==> config.mk <==
export PLATFORM = sky130hd
export DESIGN_NAME = llf_queue
export DESIGN_NICKNAME = d
export VERILOG_FILES = /design/src/design/llf_pkg.sv /design/src/design/llf_queue.sv
export SDC_FILE = /design/constraint.sdc
export NUM_CORES = 1
export LEC_CHECK = 0
export ABC_AREA = 1
export BUFFER_PORTS_ARGS = -buffer_cell sky130_fd_sc_hd__buf_4
export CAP_MARGIN = 20
export CORE_ASPECT_RATIO = 0.6
export CORE_UTILIZATION = 45
export CTS_CLUSTER_SIZE = 20
export DETAILED_ROUTE_END_ITERATION = 10
export GPL_TIMING_DRIVEN = 0
export PLACE_DENSITY_LB_ADDON = 0.25
export SYNTH_ARGS = -nofsm -noshare
export SYNTH_HDL_FRONTEND = slang
export SYNTH_SLANG_ARGS = --single-unit
==> constraint.sdc <==
create_clock -name clk -period 3 [get_ports clk]
set_input_delay 0.15 -clock clk [delete_from_list [all_inputs] [get_ports clk]]
set_output_delay 0.15 -clock clk [all_outputs]
set_load 0.005 [all_outputs]
==> src/design/llf_pkg.sv <==
package llf_pkg;

  localparam int ACTION_W   = 2;
  localparam int ROW_W      = 6;
  localparam int IN_IDX_W   = 8;
  localparam int VALUE_W    = 16;
  localparam int RESULT_W   = 32;
  localparam int ACC_W      = 40;
  localparam int PROD_W     = 32;
  localparam int COL_W      = 12;
  localparam int CFG_IDX_W  = 2;
  localparam int CFG_DATA_W = 9;
  localparam int IN_CH_W    = 9;
  localparam int OUT_CH_W   = 7;
  localparam int QUEUE_AW   = 2;

  typedef logic [ROW_W-1:0]             row_t;
  typedef logic [COL_W-1:0]             col_t;
  typedef logic signed [VALUE_W-1:0]    value_t;
  typedef logic signed [ACC_W-1:0]      acc_t;
  typedef logic signed [RESULT_W-1:0]   result_t;

  typedef enum logic [ACTION_W-1:0] {
    ACT_WEIGHT = 2'd0,
    ACT_BIAS   = 2'd1,
    ACT_DATA   = 2'd2
  } action_t;

  localparam logic [CFG_IDX_W-1:0] CFG_IN_CHANNELS  = 2'd0;
  localparam logic [CFG_IDX_W-1:0] CFG_OUT_CHANNELS = 2'd1;
  localparam logic [CFG_IDX_W-1:0] CFG_USE_BIAS     = 2'd2;

  localparam logic [IN_CH_W-1:0]  IN_CHANNELS_RST  = 9'd256;
  localparam logic [OUT_CH_W-1:0] OUT_CHANNELS_RST = 7'd64;

  typedef enum logic [1:0] {
    CMD_WEIGHT = 2'd0,
    CMD_BIAS   = 2'd1,
    CMD_DATA   = 2'd2
  } cmd_kind_t;

  typedef struct packed {
    cmd_kind_t kind;
    row_t      row;
    col_t      col;
    value_t    value;
    logic      first;
    logic      last;
  } cmd_t;

  typedef struct packed {
    logic [IN_CH_W-1:0]  in_channels;
    logic [OUT_CH_W-1:0] out_channels;
    logic                use_bias;
  } cfg_t;

  typedef enum logic [5:0] {
    ST_IDLE     = 6'b000001,
    ST_SWEEP    = 6'b000010,
    ST_DRAIN    = 6'b000100,
    ST_EMIT_RD  = 6'b001000,
    ST_EMIT_LD  = 6'b010000,
    ST_EMIT_OUT = 6'b100000
  } back_state_t;

endpackage

==> src/design/llf_queue.sv <==
module llf_queue (
  input  logic          clk,
  input  logic          rst_n,
  input  logic          push,
  input  llf_pkg::cmd_t push_data,
  output logic          full,
  output logic          q_valid,
  input  logic          pop,
  output llf_pkg::cmd_t q_data
);

  localparam int DEPTH = 2 ** llf_pkg::QUEUE_AW;

  llf_pkg::cmd_t                 mem_r [DEPTH];
  logic [llf_pkg::QUEUE_AW-1:0]  wr_ptr_r;
  logic [llf_pkg::QUEUE_AW-1:0]  rd_ptr_r;
  logic [llf_pkg::QUEUE_AW:0]    count_r;
  logic                          do_push;
  logic                          do_pop;

  assign full    = (count_r == (llf_pkg::QUEUE_AW + 1)'(DEPTH));
  assign q_valid = (count_r != '0);
  assign q_data  = mem_r[rd_ptr_r];
  assign do_push = push && !full;
  assign do_pop  = pop && q_valid;

  always_ff @(posedge clk) begin
    if (do_push) begin
      mem_r[wr_ptr_r] <= push_data;
    end
  end

  always_ff @(posedge clk) begin
    if (!rst_n) begin
      wr_ptr_r <= '0;
      rd_ptr_r <= '0;
      count_r  <= '0;
    end else begin
      if (do_push) begin
        wr_ptr_r <= wr_ptr_r + 1'b1;
      end
      if (do_pop) begin
        rd_ptr_r <= rd_ptr_r + 1'b1;
      end
      case ({do_push, do_pop})
        2'b10:   count_r <= count_r + 1'b1;
        2'b01:   count_r <= count_r - 1'b1;
        default: count_r <= count_r;
      endcase
    end
  end

endmodule

Yosys cells after proc, flatten, opt, wreduce, memory -nomap -nowiden

Memory sizes are Yosys's and may differ from the RTL's. A register that Yosys moved wholly into a read port is not among the register bits.
Cells that the tools add are included.

Reductions and logical operators: 5
Mux-type cells: 5
Add/subtract/negate cells: 4
Equality and inequality tests: 3

Operators with widths:

| operator                                                           | number |
|---|---|
| 3-bit one-hot mux with 2 select lines                              | 1 |
| 2-bit by 1-bit adder with 2-bit output, second input constant      | 2 |
| 2-bit 2-to-1 mux                                                   | 2 |
| 3-bit by 1-bit adder with 3-bit output, second input constant      | 1 |
| 3-bit == test, second input constant                               | 1 |
| 3-bit nonzero test                                                 | 1 |
| 3-bit by 1-bit subtractor with 3-bit output, second input constant | 1 |
| 2-bit by 1-bit == test with 1-bit output, second input constant    | 1 |
| 2-bit == test, second input constant                               | 1 |
| 1-bit logical AND                                                  | 2 |
| 1-bit 2-to-1 mux                                                   | 2 |
| 2-bit nonzero test                                                 | 1 |
| 1-bit logical NOT                                                  | 1 |

Memory bits (writable): 152
Memories kept: 1
Logic and storage cells: 21
Output and inout port bits: 40
Input port bits: 42
Register bits after elaboration: 7

Memory list:

| name  | depth | bits a word | rd ports | clocked after Yosys merged registers in | wr ports | RTL line        | RTL |
|---|---|---|---|---|---|---|---|
| mem_r | 4     | 38          | 1        | 1                                       | 1        | llf_queue.sv:14 | `llf_pkg::cmd_t mem_r [DEPTH];` |

Longest topological paths before layout

Word-level depth: 5
Depth in mapped cells: 13

Worst setup path before layout

Ideal clock, no wire load.

Path kind: reg2reg
Start point: reg count_r[1] in the netlist's numbering
End point: mem mem_r[0][0] in the netlist's numbering (enable)
Period minus slack after synthesis: 2.673 ns
Arrival time: 2.240 ns
Data required time: 2.567 ns
Buffers on the path: 0
Setup slack: 0.327 ns
Cell stages (with the launch flop): 5
Cells stage by stage: dfxtp_1 nor2_1 nand2_1 nand2_1 nor2_1

Longest elaborated chain between the ends: 5

RTL lines:

| what                                   | RTL line        | RTL |
|---|---|---|
| from (decl)                            | llf_queue.sv:17 | `logic [llf_pkg::QUEUE_AW:0] count_r;` |
| from (signal assigned)                 | llf_queue.sv:46 | `2'b10: count_r <= count_r + 1'b1;` |
| from (signal assigned)                 | llf_queue.sv:47 | `2'b01: count_r <= count_r - 1'b1;` |
| from (signal assigned)                 | llf_queue.sv:48 | `default: count_r <= count_r;` |
| 3-bit == test                          | llf_queue.sv:21 | `assign full = (count_r == (llf_pkg::QUEUE_AW + 1)'(DEPTH));` |
| 1-bit logical NOT                      | llf_queue.sv:24 | `assign do_push = push && !full;` |
| 1-bit logical AND                      | llf_queue.sv:24 |  |
| 1-bit 2-to-1 mux                       | llf_queue.sv:28 | `if (do_push) begin` |
| 1-bit 2-to-1 mux (not written as such) | llf_queue.sv:29 | `mem_r[wr_ptr_r] <= push_data;` |
| to (decl)                              | llf_queue.sv:14 |  |

Every way passes these cells.

Worst setup path in the final report

Start point: reg count_r[1] in the netlist's numbering
End point: reg count_r[2] in the netlist's numbering

Longest elaborated chain between the ends: 5
Elaborated cells on any way between the ends: 11
Classes of those cells: 2 x add/sub; 3 x eq/ne; 1 x mux; 5 x reduce/logical

RTL lines:

| what                                                                        | RTL line        | RTL |
|---|---|---|
| 3-bit == test                                                               | llf_queue.sv:21 |  |
| 1-bit logical NOT                                                           | llf_queue.sv:24 |  |
| 1-bit logical AND                                                           | llf_queue.sv:24 |  |
| 2-bit by 1-bit == test with 1-bit output or 2-bit == test (tied branches)   | llf_queue.sv:45 | `case ({do_push, do_pop})` |
| 3-bit one-hot mux with 2 select lines or 2-bit nonzero test (tied branches) | --              |  |

Several ways; a longest one is shown, not always the timed one.
A chain may end at the register's enable or synchronous reset.

==> results.py <==
metrics = {
    "cts": {
        "insertion_delay_ns": 0.41,
        "tritoncts": "built",
        "cell_chosen_for_the_clock_root": "sky130_fd_sc_hd__clkbuf_16",
        "ctsHtreeMaxLevel": 4,
        "number_of_buffers_on_the_longest_clock_path": 2,
        "clk_pin_slew_worst_paths_ns": 0.06,
        "cts_resized": 0,
        "cts_setup_buffers": 0,
        "clkSinkCount": 161,
        "tritoncts.num_buffers": 17,
    },
    "cells_and_area": {
        "syn_to_layout_area_delta_pct": 30.85,
        "antenna_cells": 0,
        "layoutNonFillerInstCount": 763,
        "drive_gt1_share_pct": 23.61,
        "layout.nets": 628,
    },
    "route": {
        "drt_pre_antenna_iters": 10,
        "routed_via_density": 5.083,
        "drtIter0Drc": 280,
        "drcViolationCount": 3,
        "wl_per_cell_um": 17.17,
        "via_count": 3878,
        "detail-route-antenna-nets": 0,
        "wirelength_um": 13100,
    },
    "timing": {
        "report.final.hold_viol_count": 0,
        "relSlewSlack_pct": 52.33,
        "min_period_ns": 2.142,
        "holdWs_ns": 0.02698,
        "finalSetupViolCount": 0,
        "finClkSkew_ns": 0.008244,
        "fmax_ghz": 0.4669,
        "tightestPinTransition_ns": 0.7133,
        "fin_crit_sh_pct": 71.39,
        "rsz_0062_raised_after_global_routing": "no",
        "slew_viol_final": 0,
    },
    "power": {
        "power.clock.fraction_pct": 31.9,
        "cellPowerDensity_nw_per_um2": 794.9,
        "vdd_drop_max_mv": 0.4440,
        "cellInternalPower_mw": 4.533,
        "sw_frac_of_total_pct": 28.79,
        "leakagePower_nw": 2.911,
        "power.switching_mw": 1.832,
        "power.sequential.fraction_pct": 42.9,
        "combinationalPowerShare_pct": 25.2,
    },
    "yosys": {
        "number_of_warning_messages_in_the_yosys_log": 0,
        "mappedNetlistArea_um2": 6120,
        "synth_top_area_cell": "sky130_fd_sc_hd__edfxtp_1",
        "syn-instance-count": 437,
        "postSynthRegisterBits": 161,
        "post-synth-top-count-cell": "sky130_fd_sc_hd__edfxtp_1",
        "synth_top_cell_area_share_pct": 74.59,
        "seq_area_frac_synth_pct": 77.53,
        "netlist-cell-type-count": 18,
        "netlist_top_cells_count": "152 x sky130_fd_sc_hd__edfxtp_1, 86 x sky130_fd_sc_hd__nor2_1, 70 x sky130_fd_sc_hd__o21ai_0",
        "synth.top_cells.by_area": "sky130_fd_sc_hd__edfxtp_1 75%, sky130_fd_sc_hd__o21ai_0 5.7%, sky130_fd_sc_hd__nor2_1 5.3%",
        "synthesized_nets": 485,
        "number_of_enable_type_register_cells_in_the_synthesized_netlist": 152,
        "postSynth.topFlopCell": "sky130_fd_sc_hd__edfxtp_1",
        "syn_area_per_cell_um2": 14.00,
        "postSynth.asyncResetShare_pct": 0,
    },
    "outcome": {
        "run_status": "finished with violations",
        "failed_checks": "design-rule violations",
    },
    "placement": {
        "placed_cells_incl_taps": 692,
        "gp_congestion": 0.7263,
        "post-dp-hpwl_um": 8278,
        "port_buffer_count": 81,
    },
    "critical_path": {
        "crit_path_cell_trace": "nor2_1 -> nand2_1 -> nand2_1 -> ha_1 -> inv_1 -> fa_1 -> inv_1 -> nand2_1 -> nand3_1 -> nand2_1 -> nand2_1 -> nor2_1",
        "setup.worst_path.start_class": "register",
        "cpPeakStageDelay_ns": 0.41,
        "critPathMostFrequentCell": "sky130_fd_sc_hd__nand2_1",
        "category_of_the_most_critical_setup_path": "register to register",
        "cp_max_fo": 7,
        "highest_delay_cell_along_the_critical_path": "sky130_fd_sc_hd__fa_1",
        "critical_path_arrival_ns": 2.46,
        "worst-endpoint-required_ns": 3.31,
        "critical_path.endpoint_type": "register",
    },
    "die": {
        "die_height_um": 92.33,
        "core_um2": 13050,
        "die_area_um2": 14080,
        "num_io_pins": 82,
        "start_util_pct": 46.88,
        "die_w_um": 152.6,
        "placementRows": 32,
    },
    "global_route": {
        "grt_pass1_wl_um": 20620,
        "overflow": 0,
        "via_count_of_the_first_global_routing_pass": 3810,
        "grt_max_degree": 27,
        "total_routing_usage_reported_by_global_routing_pct": 20.06,
        "grt_antenna_before_repair": 0,
    },
    "run": {
        "max_cap_violations": 0,
    },
    "worst_hold_path": {
        "timing.hold.worst.class": "input port to register",
    },
}
-- worst paths after layout --
check	start	cells after the start	end	slack, ns
worst max-delay path	count_r[1]	12	count_r[2]	0.86
worst min-delay path	push	3	wr_ptr_r[1]	0.03
worst max register to register	count_r[1]	12	count_r[2]	0.86
worst min register to register	wr_ptr_r[1]	2	wr_ptr_r[1]	0.50
-- cells by family after synthesis --
logic type / after synthesis / share of synthesized area (%)
buffers and inverters: 43 / 3.844
adders and majority gates: 6 / 1.349
and+or+nand+nor: 106 / 6.604
DFF: 161 / 77.53
AOI/OAI and AO/OA: 121 / 10.67
-- what timing repair did --
action / 4_1_cts / 5_1_grt
setup endpoints to repair: 0 / 0
hold buffers: 39 / 0
hold endpoints to repair: 153 / 0
-- final cells by class --
type	instances	area, µm²
tap	170	212.7
fill	994	5045
clock buffer	18	429.2
clock inverter	14	130.1
multi-input combinational	233	1170
buffer	24	163.9
sequential	161	4745
inverter	19	71.32
timing repair buffer	124	1086
-- metal layers --
metal	track usage, %	wire length [µm]
met1	28.07	5836
met2	31.07	6077
met3	4.258	1055
met4	7.744	132
met5	0	0
-- worst max-delay path: cells and delay by family (launching register included) --
kind,cells,cell delay [ns]
and+or+nand+nor,8,0.91
DFF,1,0.32
adders and majority gates,2,0.66
buffers and inverters,2,0.15
-- power groups by stage --
stage / clock network (mW) / logic [mW] / registers [mW]
floorplan: 0 / 0.796 / 2.77
global placement: 0 / 1.51 / 2.79
detailed placement: 0 / 1.58 / 2.78
CTS: 2.06 / 1.63 / 2.73
global route: 2.16 / 1.78 / 2.75
finish: 2.03 / 1.61 / 2.73
-- through the flow --
stage	worst slack, ns	cell area, µm²	util (%)	power [mW]	setup TNS, ns
after floorplan	0.3266	6120	-	3.569	0
after global placement	-1.015	6940	53.17	4.295	-138.91
after detailed placement	0.8600	7058	54.07	4.362	0
after CTS	0.8338	8008	61.35	6.424	0
after global routing	0.6268	8008	61.35	6.690	0
final	0.8583	8008	61.35	6.365	0
-- cells in the final DEF, fill, tap and decap left out --
cell,count
sky130_fd_sc_hd__o22ai_1,38
sky130_fd_sc_hd__buf_4,86
sky130_fd_sc_hd__clkinv_1,1
sky130_fd_sc_hd__inv_2,2
sky130_fd_sc_hd__nor2_1,82
sky130_fd_sc_hd__clkbuf_16,17
sky130_fd_sc_hd__dlygate4sd3_1,39
sky130_fd_sc_hd__buf_2,4
sky130_fd_sc_hd__nand2_1,15
sky130_fd_sc_hd__buf_6,6
sky130_fd_sc_hd__ha_1,5
sky130_fd_sc_hd__inv_6,5
sky130_fd_sc_hd__bufinv_16,1
sky130_fd_sc_hd__clkbuf_1,6
sky130_fd_sc_hd__inv_1,17
sky130_fd_sc_hd__clkinv_4,2
sky130_fd_sc_hd__clkbuf_2,4
sky130_fd_sc_hd__dfxtp_1,9
sky130_fd_sc_hd__buf_16,1
sky130_fd_sc_hd__clkinvlp_4,4
sky130_fd_sc_hd__nor2_4,4
sky130_fd_sc_hd__fa_1,1
sky130_fd_sc_hd__edfxtp_1,152
sky130_fd_sc_hd__o21ai_1,8
sky130_fd_sc_hd__nand3_1,5
sky130_fd_sc_hd__clkinv_2,1
sky130_fd_sc_hd__o21ai_0,70
sky130_fd_sc_hd__a21oi_1,5
sky130_fd_sc_hd__buf_12,3
-- state kept, by name, summed over array words and instances, names as in the netlist, named ones only --
name,count
count_r,3
mem_r,152
wr_ptr_r,2
rd_ptr_r,2
Note: power is estimated with default switching activity, not from simulation.
