### src/design/llf_pkg.sv
package llf_pkg;

  localparam int ACTION_W   = 2;
  localparam int ROW_W      = 6;
  localparam int IN_IDX_W   = 8;
  localparam int VALUE_W    = 16;
  localparam int RESULT_W   = 32;
  localparam int ACC_W      = 40;
  localparam int PROD_W     = 32;
  localparam int COL_W      = 12;
  localparam int CFG_IDX_W  = 2;
  localparam int CFG_DATA_W = 9;
  localparam int IN_CH_W    = 9;
  localparam int OUT_CH_W   = 7;
  localparam int QUEUE_AW   = 2;

  typedef logic [ROW_W-1:0]             row_t;
  typedef logic [COL_W-1:0]             col_t;
  typedef logic signed [VALUE_W-1:0]    value_t;
  typedef logic signed [ACC_W-1:0]      acc_t;
  typedef logic signed [RESULT_W-1:0]   result_t;

  typedef enum logic [ACTION_W-1:0] {
    ACT_WEIGHT = 2'd0,
    ACT_BIAS   = 2'd1,
    ACT_DATA   = 2'd2
  } action_t;

  localparam logic [CFG_IDX_W-1:0] CFG_IN_CHANNELS  = 2'd0;
  localparam logic [CFG_IDX_W-1:0] CFG_OUT_CHANNELS = 2'd1;
  localparam logic [CFG_IDX_W-1:0] CFG_USE_BIAS     = 2'd2;

  localparam logic [IN_CH_W-1:0]  IN_CHANNELS_RST  = 9'd256;
  localparam logic [OUT_CH_W-1:0] OUT_CHANNELS_RST = 7'd64;

  typedef enum logic [1:0] {
    CMD_WEIGHT = 2'd0,
    CMD_BIAS   = 2'd1,
    CMD_DATA   = 2'd2
  } cmd_kind_t;

  typedef struct packed {
    cmd_kind_t kind;
    row_t      row;
    col_t      col;
    value_t    value;
    logic      first;
    logic      last;
  } cmd_t;

  typedef struct packed {
    logic [IN_CH_W-1:0]  in_channels;
    logic [OUT_CH_W-1:0] out_channels;
    logic                use_bias;
  } cfg_t;

  typedef enum logic [5:0] {
    ST_IDLE     = 6'b000001,
    ST_SWEEP    = 6'b000010,
    ST_DRAIN    = 6'b000100,
    ST_EMIT_RD  = 6'b001000,
    ST_EMIT_LD  = 6'b010000,
    ST_EMIT_OUT = 6'b100000
  } back_state_t;

endpackage

### src/design/llf_in_if.sv
interface llf_in_if;
  logic                            valid;
  logic                            ready;
  logic [llf_pkg::ACTION_W-1:0]    action;
  logic [llf_pkg::ROW_W-1:0]       out_index;
  logic [llf_pkg::IN_IDX_W-1:0]    in_index;
  logic signed [llf_pkg::VALUE_W-1:0] value;

  modport source (output valid, action, out_index, in_index, value, input ready);
  modport sink   (input valid, action, out_index, in_index, value, output ready);
endinterface

### src/design/llf_front.sv
module llf_front #(
  parameter int MAX_IN_CHANNELS  = 256,
  parameter int MAX_OUT_CHANNELS = 64
) (
  input  logic            clk,
  input  logic            rst_n,
  input  llf_pkg::cfg_t   cfg,
  llf_in_if.sink          in_item,
  input  logic            queue_full,
  output logic            push,
  output llf_pkg::cmd_t   push_data
);

  localparam int IW = (MAX_IN_CHANNELS > 1) ? $clog2(MAX_IN_CHANNELS) : 1;
  localparam int PW = $clog2(MAX_IN_CHANNELS + 1);
  localparam int CW = (PW > llf_pkg::IN_CH_W) ? PW : llf_pkg::IN_CH_W;

  logic [IW-1:0] pos_r;
  logic [IW-1:0] pos_nxt;
  logic [CW-1:0] cfg_in;
  logic [CW-1:0] n_in;
  logic [CW-1:0] pos_inc;
  logic          accept;
  logic          keep;
  logic          row_last;
  logic          row_ok;
  logic          col_ok;

  assign in_item.ready = !queue_full;
  assign accept        = in_item.valid && in_item.ready;

  assign cfg_in = CW'(cfg.in_channels);
  assign n_in   = (cfg_in == '0) ? CW'(1) :
                  (cfg_in > CW'(MAX_IN_CHANNELS)) ? CW'(MAX_IN_CHANNELS) : cfg_in;

  assign pos_inc  = CW'(pos_r) + CW'(1);
  assign row_last = (pos_inc >= n_in);

  assign row_ok = (int'(in_item.out_index) < MAX_OUT_CHANNELS);
  assign col_ok = (int'(in_item.in_index) < MAX_IN_CHANNELS);

  always_comb begin
    keep            = 1'b0;
    pos_nxt         = pos_r;
    push_data.kind  = llf_pkg::CMD_DATA;
    push_data.row   = in_item.out_index;
    push_data.col   = llf_pkg::col_t'(in_item.in_index);
    push_data.value = in_item.value;
    push_data.first = 1'b0;
    push_data.last  = 1'b0;
    case (in_item.action)
      llf_pkg::ACT_WEIGHT: begin
        keep           = row_ok && col_ok;
        push_data.kind = llf_pkg::CMD_WEIGHT;
      end
      llf_pkg::ACT_BIAS: begin
        keep           = row_ok;
        push_data.kind = llf_pkg::CMD_BIAS;
      end
      llf_pkg::ACT_DATA: begin
        keep            = 1'b1;
        push_data.kind  = llf_pkg::CMD_DATA;
        push_data.col   = llf_pkg::col_t'(pos_r);
        push_data.first = (pos_r == '0);
        push_data.last  = row_last;
        pos_nxt         = row_last ? '0 : pos_inc[IW-1:0];
      end
      default: begin
        keep = 1'b0;
      end
    endcase
  end

  assign push = accept && keep;

  always_ff @(posedge clk) begin
    if (!rst_n) begin
      pos_r <= '0;
    end else if (accept) begin
      pos_r <= pos_nxt;
    end
  end

endmodule

### src/flat_wrapper.sv
// flat-port wrapper written by rule: the top's interface ports become plain ports
module llf_front_flat 
#(
  parameter int MAX_IN_CHANNELS  = 256,
  parameter int MAX_OUT_CHANNELS = 64
)
  (clk, rst_n, cfg, queue_full, push, push_data, in_item_valid, in_item_action, in_item_out_index, in_item_in_index, in_item_value, in_item_ready);
  llf_in_if in_item_i ();
  input  logic clk;
  input  logic rst_n;
  input  llf_pkg::cfg_t cfg;
  input  logic queue_full;
  output logic push;
  output llf_pkg::cmd_t push_data;
  input wire logic [$bits(in_item_i.valid)-1:0] in_item_valid;
  input wire logic [$bits(in_item_i.action)-1:0] in_item_action;
  input wire logic [$bits(in_item_i.out_index)-1:0] in_item_out_index;
  input wire logic [$bits(in_item_i.in_index)-1:0] in_item_in_index;
  input wire logic [$bits(in_item_i.value)-1:0] in_item_value;
  output wire logic [$bits(in_item_i.ready)-1:0] in_item_ready;
  assign in_item_i.valid = in_item_valid;
  assign in_item_i.action = in_item_action;
  assign in_item_i.out_index = in_item_out_index;
  assign in_item_i.in_index = in_item_in_index;
  assign in_item_i.value = in_item_value;
  assign in_item_ready = in_item_i.ready;
  llf_front #(.MAX_IN_CHANNELS(MAX_IN_CHANNELS), .MAX_OUT_CHANNELS(MAX_OUT_CHANNELS)) u_core (.clk(clk), .rst_n(rst_n), .cfg(cfg), .in_item(in_item_i), .queue_full(queue_full), .push(push), .push_data(push_data));
endmodule
### config.mk
export PLATFORM = sky130hd
export DESIGN_NAME = llf_front_flat
export DESIGN_NICKNAME = d
export VERILOG_FILES = /design/src/design/llf_pkg.sv /design/src/design/llf_in_if.sv /design/src/design/llf_front.sv /design/src/flat_wrapper.sv
export SDC_FILE = /design/constraint.sdc
export NUM_CORES = 1
export LEC_CHECK = 0
export BUFFER_PORTS_ARGS = -buffer_cell sky130_fd_sc_hd__buf_2
export CAP_MARGIN = 20
export CORE_MARGIN = 2
export CORE_UTILIZATION = 40
export DETAILED_ROUTE_END_ITERATION = 16
export PLACE_DENSITY = 0.84
export REMOVE_ABC_BUFFERS = 1
export SLEW_MARGIN = 20
export SYNTH_ARGS = -nofsm -noshare
export SYNTH_HDL_FRONTEND = slang
export SYNTH_SLANG_ARGS = --single-unit
export TNS_END_PERCENT = 5
### constraint.sdc
create_clock -name clk -period 4.1 [get_ports clk]
set_input_delay 0.82 -clock clk [delete_from_list [all_inputs] [get_ports clk]]
set_output_delay 0.82 -clock clk [all_outputs]
set_load 0.03 [all_outputs]
Yosys cells after proc, flatten, opt, wreduce, memory -nomap -nowiden
Index checks and enable logic that the tools add are counted.
{"block": "classes", "addsub": 1, "mul": 0, "div": 0, "magnitude_cmp": 2, "n_eq_ne": 2, "shift": 0, "n_mux": 7, "bitwise": 0, "n_reduce_logical": 8}
{"op": "9-bit 2-to-1 mux", "n": 2}
{"op": "8-bit 2-to-1 mux", "n": 2}
{"op": "8-bit by 1-bit adder with 9-bit output, second input constant", "n": 1}
{"op": "9-bit >= comparator", "n": 1}
{"op": "9-bit > comparator, second input constant", "n": 1}
{"op": "9-bit logical NOT", "n": 1}
{"op": "8-bit logical NOT", "n": 1}
{"op": "2-bit one-hot mux with 2 select lines", "n": 1}
{"op": "3-bit OR reduction", "n": 1}
{"op": "2-bit by 1-bit equality test with 1-bit output, second input constant", "n": 1}
{"op": "2-bit equality test, second input constant", "n": 1}
{"op": "1-bit logical AND", "n": 2}
{"op": "2-bit logical NOT", "n": 1}
{"op": "2-bit 2-to-1 mux", "n": 1}
{"op": "2-bit AND reduction", "n": 1}
{"op": "1-bit logical NOT", "n": 1}
{"op": "1-bit 2-to-1 mux", "n": 1}
{"block": "totals", "register_bits": 8, "latchBits": 0, "ramBits": 0, "rom_bits": 0, "inputBits": 53, "elab_cells": 21, "mem_count": 0}

Logic depth before layout (Yosys ltp)
Gate-level depths: netlist (run 1).
{"block": "logic_depth", "depth_word": 5, "depth_mapped": 11, "ltp_nobuf": 9}

Worst setup path after synthesis (run 1)
Ideal clock, no wire load.
{"block": "synth_timing", "path_type": "input-to-output", "start": "input port cfg[13] (netlist name)", "end": "output port push_data[0] (netlist name)", "arrival_ps": 2362, "required_time_ps": 3280, "path_slack_ps": 918, "stages": 9, "cell_sequence": "nor4_1 -> a21oi_1 -> nor2_1 -> ha_1 -> nand2b_4 -> a41o_1 -> a211oi_2 -> buf_6 -> nor2_1"}
{"item": "start, declared", "line_no": "flat_wrapper.sv:11", "rtl": "input llf_pkg::cfg_t cfg;"}
{"item": "end, declared", "line_no": "flat_wrapper.sv:14", "rtl": "output llf_pkg::cmd_t push_data;"}

==> results of run 1 <==
-- where the power goes --
| part | switching (mW) | total, mW | internal [mW] |
|---|---|---|---|
| Sequential | 0.00167 | 0.0803 | 0.0787 |
| Combinational | 0.0457 | 0.0743 | 0.0285 |
| Clock | 0.0287 | 0.0623 | 0.0336 |
-- per-layer routing --
| metal | vias to the layer above | part of all wire [%] | global-route usage, % |
|---|---|---|---|
| li1 | 493 | - | - |
| met1 | 419 | 38 | 20.6 |
| met3 | 4 | 17 | 14.2 |
| met5 | - | 1.5 | 10.7 |
| met2 | 68 | 42 | 24.4 |
| met4 | 2 | 0.23 | 3.06 |
-- kinds of logic after synthesis --
kind of cell / Yosys count / synth area share, %
adder cells (fa/ha/maj): 11 / 12.7
other: 1 / 0.346
multiplexers: 6 / 6.24
XOR/XNOR: 6 / 4.86
AO/OA/AOI/OAI: 19 / 11.0
buffers and inverters: 39 / 23.7
AND/OR/NAND/NOR: 56 / 26.4
flip-flops: 8 / 14.8
-- metrics by stage --
step	instance area [sq um]	util (%)	worst slack, ps
detailed placement	1080	43.0	791
CTS	1110	43.9	780
global placement	1080	43.0	746
global route	1110	43.9	630
floorplan	860	-	708
finish	1110	43.9	792
-- cell usage in the layout (no fill, tap or decap), types with 2 or more instances in the layout --
cell type / Yosys / final
nand2_1: 21 / 21
clkbuf_4: 0 / 3
xnor2_1: 5 / 5
a31oi_1: 3 / 3
o21ai_0: 3 / 3
dfxtp_1: 8 / 8
mux2_2: 6 / 6
nor3_1: 4 / 4
ha_1: 11 / 11
nor2_1: 5 / 5
buf_2: 4 / 36
nand2b_1: 2 / 2
and3_1: 2 / 2
conb_1: 1 / 4
inv_1: 5 / 5
nor4_1: 2 / 2
nand2b_4: 2 / 2
nand3_1: 12 / 12
a21oi_1: 8 / 8
-- how the worst max path moves through the flow --
stage	slack, ps	end
finish	790	push_data[0]
global route	630	push_data[0]
CTS	780	push_data[0]
detailed placement	790	push_data[0]
global placement	750	push_data[0]
floorplan	710	push_data[0]
-- worst reg2reg max path, stage by stage (launching register included) --
cell and delay (ps):
dfxtp_1 420, ha_1 280, nand3_1 180, xnor2_1 180, ha_1 320, a21oi_1 160
o21ai_0 130, a211oi_2 240, buf_4 230, nand3_1 90, a21boi_0 200
-- layout make-up --
type                            count  area (sq um)
Clock buffer                        3          22.5
Fill cell                         261          1420
Inverter                            6          22.5
Multi-Input combinational cell    102           677
Sequential cell                     8           160
Tap cell                           30          37.5
Timing Repair Buffer               37           188
==> qor.csv, run 1 <==
metric;value;unit
die_x;56.0;um
top_regs;u_core.pos_r: 8 flops;
dp.cells;183;
r2r_slack;1600;ps
max_freq;302;MHz
post_cts_buffers;0;
synth_common_cells;buf_4 (26), nand2_1 (21), nand3_1 (12);
wl_per_cell;14.2;um
vias_per_cell;5.30;
finalHoldViolations;0;
synth_seq_cells;8;
hpwl;2.24;mm
grt_start_max_net_pins;15;
numCtsBuffers;3;
drt_wl_total;2.64;mm
cts_buffer_depth;2;
slew_violations;0;
cp_cell_sequence;buf_2 -> nor4_1 -> a21oi_1 -> nor2_1 -> ha_1 -> nand2b_4 -> a41o_1 -> a211oi_2 -> nor2_1 -> buf_2;
crit_fanout;2;
clk_latency;260;ps
reg2reg_from;u_core.pos_r[0];
cts.root.buffer_cell;clkbuf_4;
antenna_found_initial;0;
cts-htree-levels;1;
rsz0062_at_grt;false;
ant_nets;0;
cts_tree;built;
die_area;3140;sq um
cpPeakStageDelay;270;ps
yosysSeqAreaShare;14.8;%
holdPathEnd;u_core.pos_r[1];
drt-pass1-iter-count;4;
async_flop_share;0;%
ctsHoldBuffers;0;
largest_reg_flops;8;
status;finished clean;
max_cap_violations;0;
critical_path_class;primary input to primary output;
synthFlopType;dfxtp_1;
yosys_warnings;0;
p_total;217;uW
synthCells;146;
worstRegToRegCells;10;
start_kind;primary input;
row_count;18;
io_pins;93;
drt_iter0_markers;31;
final_nets;222;
end_kind;primary output;
leakagePower;0.526;nW
skew;5.41;ps
syn2layout_area_growth;2.31;%
path_delay_family;compound AO/OA/AOI/OAI gates;
grt_first_pass_wirelength;4.26;mm
vias;986;
hold_depth;2;
ir_worst_vdd;0.104;mV
crit_arrival;2490;ps
reg2reg_to;u_core.pos_r[5];
fp.dieH;56.0;um
synthDistinctLibCells;34;
cp.depth;10;
worstHoldStart;u_core.pos_r[1];
synth_edf_count;0;
syn_avg_cell_area;7.41;sq um
clock_sinks;8;
cts_resized;0;
powerDensity;196;nW/um^2
io_buffers;36;
period_minus_slack;3310;ps
synth_area;1080;sq um
start_util;42.9;%
ys_top_cells_by_area;buf_4 (18%), dfxtp_1 (15%), ha_1 (13%);
drive_gt1_share;32.1;%
crit_buf_inv;2;
worst-endpoint-required;3280;ps
stdcell_count;186;
setup_violations;0;
core-area;2520;sq um
grt_pass1_vias;876;
synth_top_area_cell;buf_4;
drcViolationCount;0;
crit_path_top_delay_cell;nor4_1;
grt_use_total;17.6;%
holdWs;511;ps
max_flop_register;u_core.pos_r;
hold_path.class;flop to flop;
finalCritPeriodShare;80.7;%
grt_remaining_overflow;0;
place_congestion;0.818;
fin_tns_setup;0;ps
antenna-diode-count;0;
crit_path_start;cfg[13];
synth_top_area_share;18.0;%
clk_pin_slew;60;ps
synth_most_common_cell;buf_4;
No activity file was read; power rests on OpenSTA's default activity.
==> inputs of run 2 (changes only) <==
- CORE_UTILIZATION: 40 -> 38
- PLACE_DENSITY: 0.84 -> 0.8
- clock period: 4.1 -> 3.4 ns (I/O delays scaled with it)
==> run 2 against run 1 <==
Effect of this change: clock skew down 5.1 ps; highest routed layer unchanged; largest power group unchanged; global-route usage fell by 0.50 points; largest cell class unchanged; die area is 4.9% higher; register-to-register slack worse by 670 ps; cell area up 0.11%; sequential power grew 21%; core utilization shrank 3.3 points; via count is 1.2% higher; sequential share of layout area hardly changed; worst setup slack worse by 480 ps; wire length grew 4.8%; combinational power grew 21%.
==> qor.csv, run 2 (synthesized netlist as in run 1, its figures left out) <==
metric;value;unit;change
mostFrequentLayoutCells;buf_2 (36), nand2_1 (21), nand3_1 (12);;unchanged
vias_per_cell;5.34;;was 5.30
end_kind;primary output;;unchanged
combPwrFrac;33.8;%;was 34.2%
place_area;1090;sq um;was 1080 sq um
cp_cell_sequence;buf_2 -> nor4_1 -> a21oi_1 -> nor2_1 -> ha_1 -> nand2b_4 -> a41o_1 -> a211oi_2 -> nor2_1 -> buf_2;;unchanged
top_regs;u_core.pos_r: 8 flops;;unchanged
clk_latency;270;ps;was 260 ps
cpPeakStageDelay;290;ps;was 270 ps
crit_path_top_delay_cell;nor4_1;;unchanged
rsz0062_at_grt;false;;unchanged
worstRegToRegCells;10;;unchanged
max_freq;323;MHz;
drcViolationCount;0;;unchanged
antenna_found_initial;0;;unchanged
fin_tns_setup;0;ps;unchanged
swShare;36.1;%;was 35.1%
powerDensity;240;nW/um^2;was 196 nW/um^2
status;finished clean;;unchanged
finalHoldViolations;0;;unchanged
p_clk_share;29.9;%;was 28.7%
final.fill_count;300;;was 261
final_area;1110;sq um;about the same
max_flop_register;u_core.pos_r;;unchanged
ctsHoldBuffers;0;;unchanged
grt_pass1_vias;841;;was 876
core-area;2730;sq um;was 2520 sq um
die_area;3290;sq um;was 3140 sq um
cts.root.buffer_cell;clkbuf_4;;unchanged
cts_tree;built;;unchanged
grt_remaining_overflow;0;;unchanged
drive_gt1_share;32.1;%;unchanged
die_x;57.4;um;was 56.0 um
vias;998;;was 986
dp.cells;184;;was 183
start_util;39.6;%;was 42.9%
crit_arrival;2410;ps;was 2490 ps
io_pins;93;;unchanged
dp_worst_setup_slack;292;ps;was 791 ps
ff_latch_area;160;sq um;unchanged
critical_path_class;primary input to primary output;;unchanged
clock_sinks;8;;unchanged
io_buffers;36;;unchanged
slew_violations;0;;unchanged
setup_violations;0;;unchanged
largest_reg_flops;8;;unchanged
hold_depth;2;;unchanged
hold_path.class;flop to flop;;unchanged
place_congestion;0.823;;was 0.818
grt_first_pass_wirelength;4.13;mm;was 4.26 mm
stdcell_count;187;;was 186
period_minus_slack;3090;ps;
multi_input_area;677;sq um;unchanged
drt_iter0_markers;21;;was 31
antenna-diode-count;0;;unchanged
drt_wl_total;2.76;mm;was 2.64 mm
p_seq_share;36.3;%;was 37.0%
grt_use_total;17.1;%;was 17.6%
crit_buf_inv;2;;unchanged
numCtsBuffers;3;;unchanged
drt-pass1-iter-count;7;;was 4
leakagePower;0.526;nW;unchanged
skew;0.337;ps;was 5.41 ps
syn2layout_area_growth;2.43;%;was 2.31%
r2r_slack;930;ps;was 1600 ps
path_delay_family;simple AND/OR/NAND/NOR gates;;was compound AO/OA/AOI/OAI gates
clk_pin_slew;60;ps;about the same
cts_buffer_depth;2;;unchanged
grt_start_max_net_pins;15;;unchanged
hpwl;2.28;mm;was 2.24 mm
crit_fanout;2;;unchanged
layout_commonest_cell;buf_2;;unchanged
cp.depth;10;;unchanged
fp.dieH;57.4;um;was 56.0 um
p_total;266;uW;was 217 uW
power_report.internal_total;170;uW;was 141 uW
cts_resized;0;;unchanged
worst-endpoint-required;2720;ps;was 3280 ps
finalCritPeriodShare;91.0;%;
start_kind;primary input;;unchanged
row_count;19;;was 18
ant_nets;0;;unchanged
layout_setup_ws;307;ps;was 792 ps
post_cts_buffers;0;;unchanged
p_sw;96.1;uW;was 76.1 uW
holdWs;519;ps;was 511 ps
max_cap_violations;0;;unchanged
final_nets;222;;unchanged
wl_per_cell;14.8;um;was 14.2 um
cts-htree-levels;1;;unchanged
ir_worst_vdd;0.170;mV;was 0.104 mV
post-route-util;40.5;%;was 43.9%
==> run 2: cell counts in the layout (fill, tap and decap cells not counted) <==
Identical to the previous run, type by type.
==> run 2: worst paths after layout <==
| path | from | to |
|---|---|---|
| worst max-delay path | cfg[13] | push_data[0] |
| worst min-delay path | u_core.pos_r[7] | u_core.pos_r[7] |
| worst max register to register | u_core.pos_r[0] | u_core.pos_r[2] |
| worst min register to register | u_core.pos_r[7] | u_core.pos_r[7] |
==> run 2: power by group through the flow <==
stage,Combinational [mW],Clock (mW),Sequential (mW)
after floorplan,0.0590,0,0.0984
after global placement,0.0895,0,0.0989
after detailed placement,0.0905,0,0.0989
after CTS,0.0908,0.0803,0.0968
after global routing,0.0988,0.0864,0.0971
final,0.0900,0.0795,0.0968
==> run 2: worst reg2reg max path, delay by kind of cell (launching register included) <==
family,cells,cell delay [ps]
XOR/XNOR,1,180
adder cells (fa/ha/maj),2,610
AO/OA/AOI/OAI,4,680
flip-flops,1,410
buffers and inverters,1,230
AND/OR/NAND/NOR,2,300
==> run 2: layer usage <==
metal  global-route usage (%)  up-vias  share of wire [%]  wire length, um
met5                     9.52        -                1.5               42
met4                     3.99        2               0.76               21
met3                     15.9        6                 15              427
met2                     21.9       63                 42             1160
met1                     20.0      436                 40             1110
li1                         -      491                  -                -
==> run 2: layout make-up <==
class	count	area share, %
tap	31	3.50
inverter	6	2.03
timing repair buffer	37	16.9
sequential	8	14.4
clock buffer	3	2.03
multi-input combinational	102	61.1
==> inputs of run 3 (changes only) <==
==> constraint.sdc (replaced) <==
create_clock -name clk -period 3.4 [get_ports clk]
set_input_delay 0.34 -clock clk [delete_from_list [all_inputs] [get_ports clk]]
set_output_delay 0.34 -clock clk [all_outputs]
set_load 0.03 [all_outputs]
==> run 3 against run 2 <==
Effect of this change: die area unchanged; clock skew rose by 8.8 ps; global-route usage increased by 0.33 points; cell count stayed put; critical path type is now flop to primary output; largest cell class unchanged; largest power group unchanged.
==> qor.csv, run 3 (synthesized netlist as in run 1, its figures left out) <==
metric;value;unit;change
drive_gt1_share;32.1;%;unchanged
cts_resized;0;;unchanged
max_cap_violations;0;;unchanged
drt-pass1-iter-count;2;;was 7
antenna-diode-count;0;;unchanged
grt_use_total;17.5;%;was 17.1%
largest_reg_flops;8;;unchanged
row_count;19;;unchanged
cts.root.buffer_cell;clkbuf_4;;unchanged
grt_pass1_vias;900;;was 841
p_total;264;uW;was 266 uW
cts_tree;built;;unchanged
crit_arrival;2540;ps;was 2410 ps
grt_start_max_net_pins;15;;unchanged
core-area;2730;sq um;unchanged
crit_path_top_delay_cell;dfxtp_1;;was nor4_1
mostFrequentLayoutCells;buf_2 (36), nand2_1 (21), nand3_1 (12);;unchanged
syn2layout_area_growth;2.43;%;unchanged
end_kind;primary output;;unchanged
worstRegToRegCells;10;;unchanged
setup_violations;0;;unchanged
post_cts_buffers;0;;unchanged
vias;992;;was 998
io_buffers;36;;unchanged
io_pins;93;;unchanged
combPwrFrac;34.0;%;was 33.8%
finalHoldViolations;0;;unchanged
max_flop_register;u_core.pos_r;;unchanged
place_congestion;0.782;;was 0.823
power_report.internal_total;170;uW;about the same
clock_sinks;8;;unchanged
p_sw;93.7;uW;was 96.1 uW
swShare;35.6;%;was 36.1%
grt_first_pass_wirelength;4.31;mm;was 4.13 mm
vias_per_cell;5.30;;was 5.34
hpwl;2.25;mm;was 2.28 mm
antenna_found_initial;0;;unchanged
numCtsBuffers;3;;unchanged
die_area;3290;sq um;unchanged
drt_iter0_markers;11;;was 21
fp.dieH;57.4;um;unchanged
path_common_cell;ha_1;;
fin_tns_setup;0;ps;unchanged
period_minus_slack;2880;ps;was 3090 ps
hold_depth;2;;unchanged
cp_cell_sequence;ha_1 -> nand3_1 -> xnor2_1 -> ha_1 -> nand4_1 -> nor3_1 -> a211oi_2 -> buf_4 -> nor2_1 -> buf_2;;was buf_2 -> nor4_1 -> a21oi_1 -> nor2_1 -> ha_1 -> nand2b_4 -> a41o_1 -> a211oi_2 -> nor2_1 -> buf_2
skew;9.14;ps;was 0.337 ps
slew_violations;0;;unchanged
holdPathEnd;u_core.pos_r[5];;was u_core.pos_r[7]
worstHoldStart;rst_n;;was u_core.pos_r[7]
drt_wl_total;2.72;mm;was 2.76 mm
layout_commonest_cell;buf_2;;unchanged
crit_fanout;12;;was 2
powerDensity;238;nW/um^2;was 240 nW/um^2
top_regs;u_core.pos_r: 8 flops;;unchanged
ant_nets;0;;unchanged
reg2reg_to;u_core.pos_r[3];;was u_core.pos_r[2]
holdWs;357;ps;was 519 ps
leakagePower;0.526;nW;unchanged
ir_worst_vdd;0.154;mV;was 0.170 mV
final.fill_count;290;;was 300
clk_pin_slew;60;ps;about the same
rsz0062_at_grt;false;;unchanged
start_kind;flop;;was primary input
p_clk_share;29.2;%;was 29.9%
grt_remaining_overflow;0;;unchanged
p_seq_share;36.8;%;was 36.3%
drcViolationCount;0;;unchanged
crit_path_start;u_core.pos_r[0];;was cfg[13]
final_nets;222;;unchanged
critical_path_class;flop to primary output;;was primary input to primary output
cts-htree-levels;1;;unchanged
ctsHoldBuffers;0;;unchanged
max_freq;347;MHz;was 323 MHz
cpPeakStageDelay;420;ps;was 290 ps
reg2reg_from;u_core.pos_r[0];;unchanged
hold_path.class;primary input to flop;;was flop to flop
start_util;39.6;%;unchanged
worst-endpoint-required;3060;ps;was 2720 ps
die_x;57.4;um;unchanged
r2r_slack;1010;ps;was 930 ps
finalCritPeriodShare;84.8;%;was 91.0%
status;finished clean;;unchanged
wl_per_cell;14.5;um;was 14.8 um
clk_latency;260;ps;was 270 ps
cts_buffer_depth;2;;unchanged
==> run 3: cell counts in the layout (fill, tap and decap cells not counted) <==
Identical to the previous run, type by type.
==> run 3: worst max path at each step <==
stage	end	slack (ps)
3_5_place_dp	push_data[0]	800
4_1_cts	push_data[0]	530
5_1_grt	push_data[0]	240
2_1_floorplan	push_data[0]	880
6_report	push_data[0]	520
3_3_place_gp	push_data[0]	850
==> run 3: layout make-up <==
type                       instances  area (sq um)  share of cell area, %
clock buffer                       3          22.5                   2.03
timing repair buffer              37           188                   16.9
multi-input combinational        102           677                   61.1
sequential                         8           160                   14.4
inverter                           6          22.5                   2.03
tap                               31          38.8                   3.50
==> run 3: worst max-delay path, delay by kind of cell, from the launching register on <==
kind,cells,cell delay (ps)
flops,1,420
fa+ha+maj,2,600
xor+xnor,1,180
compound gates,1,70
buf+inv,2,380
simple gates,4,620
==> run 3: power by group through the flow <==
stage	clock [mW]	combinational (mW)	sequential [mW]
CTS	0.0764	0.0903	0.0968
global placement	0	0.0890	0.0988
floorplan	0	0.0590	0.0984
detailed placement	0	0.0900	0.0989
global route	0.0836	0.100	0.0971
finish	0.0770	0.0895	0.0970
==> run 3: per-layer routing <==
layer  vias to the layer above  wire [um]  global-route usage (%)
li1                        492          -                       -
met1                       439       1200                    21.5
met2                        57       1090                    22.7
met3                         2        382                    15.9
met4                         2          0                   0.997
met5                         -         42                    9.52
==> run 3: metrics by stage <==
step / setup slack, ps / cells / utilization, % / area (sq um)
after global routing: 239 / 187 / 40.5 / 1110
after CTS: 527 / 187 / 40.5 / 1110
after global placement: 846 / 184 / 39.7 / 1090
after detailed placement: 797 / 184 / 39.7 / 1090
after floorplan: 881 / 116 / - / 860
final: 518 / 187 / 40.5 / 1110
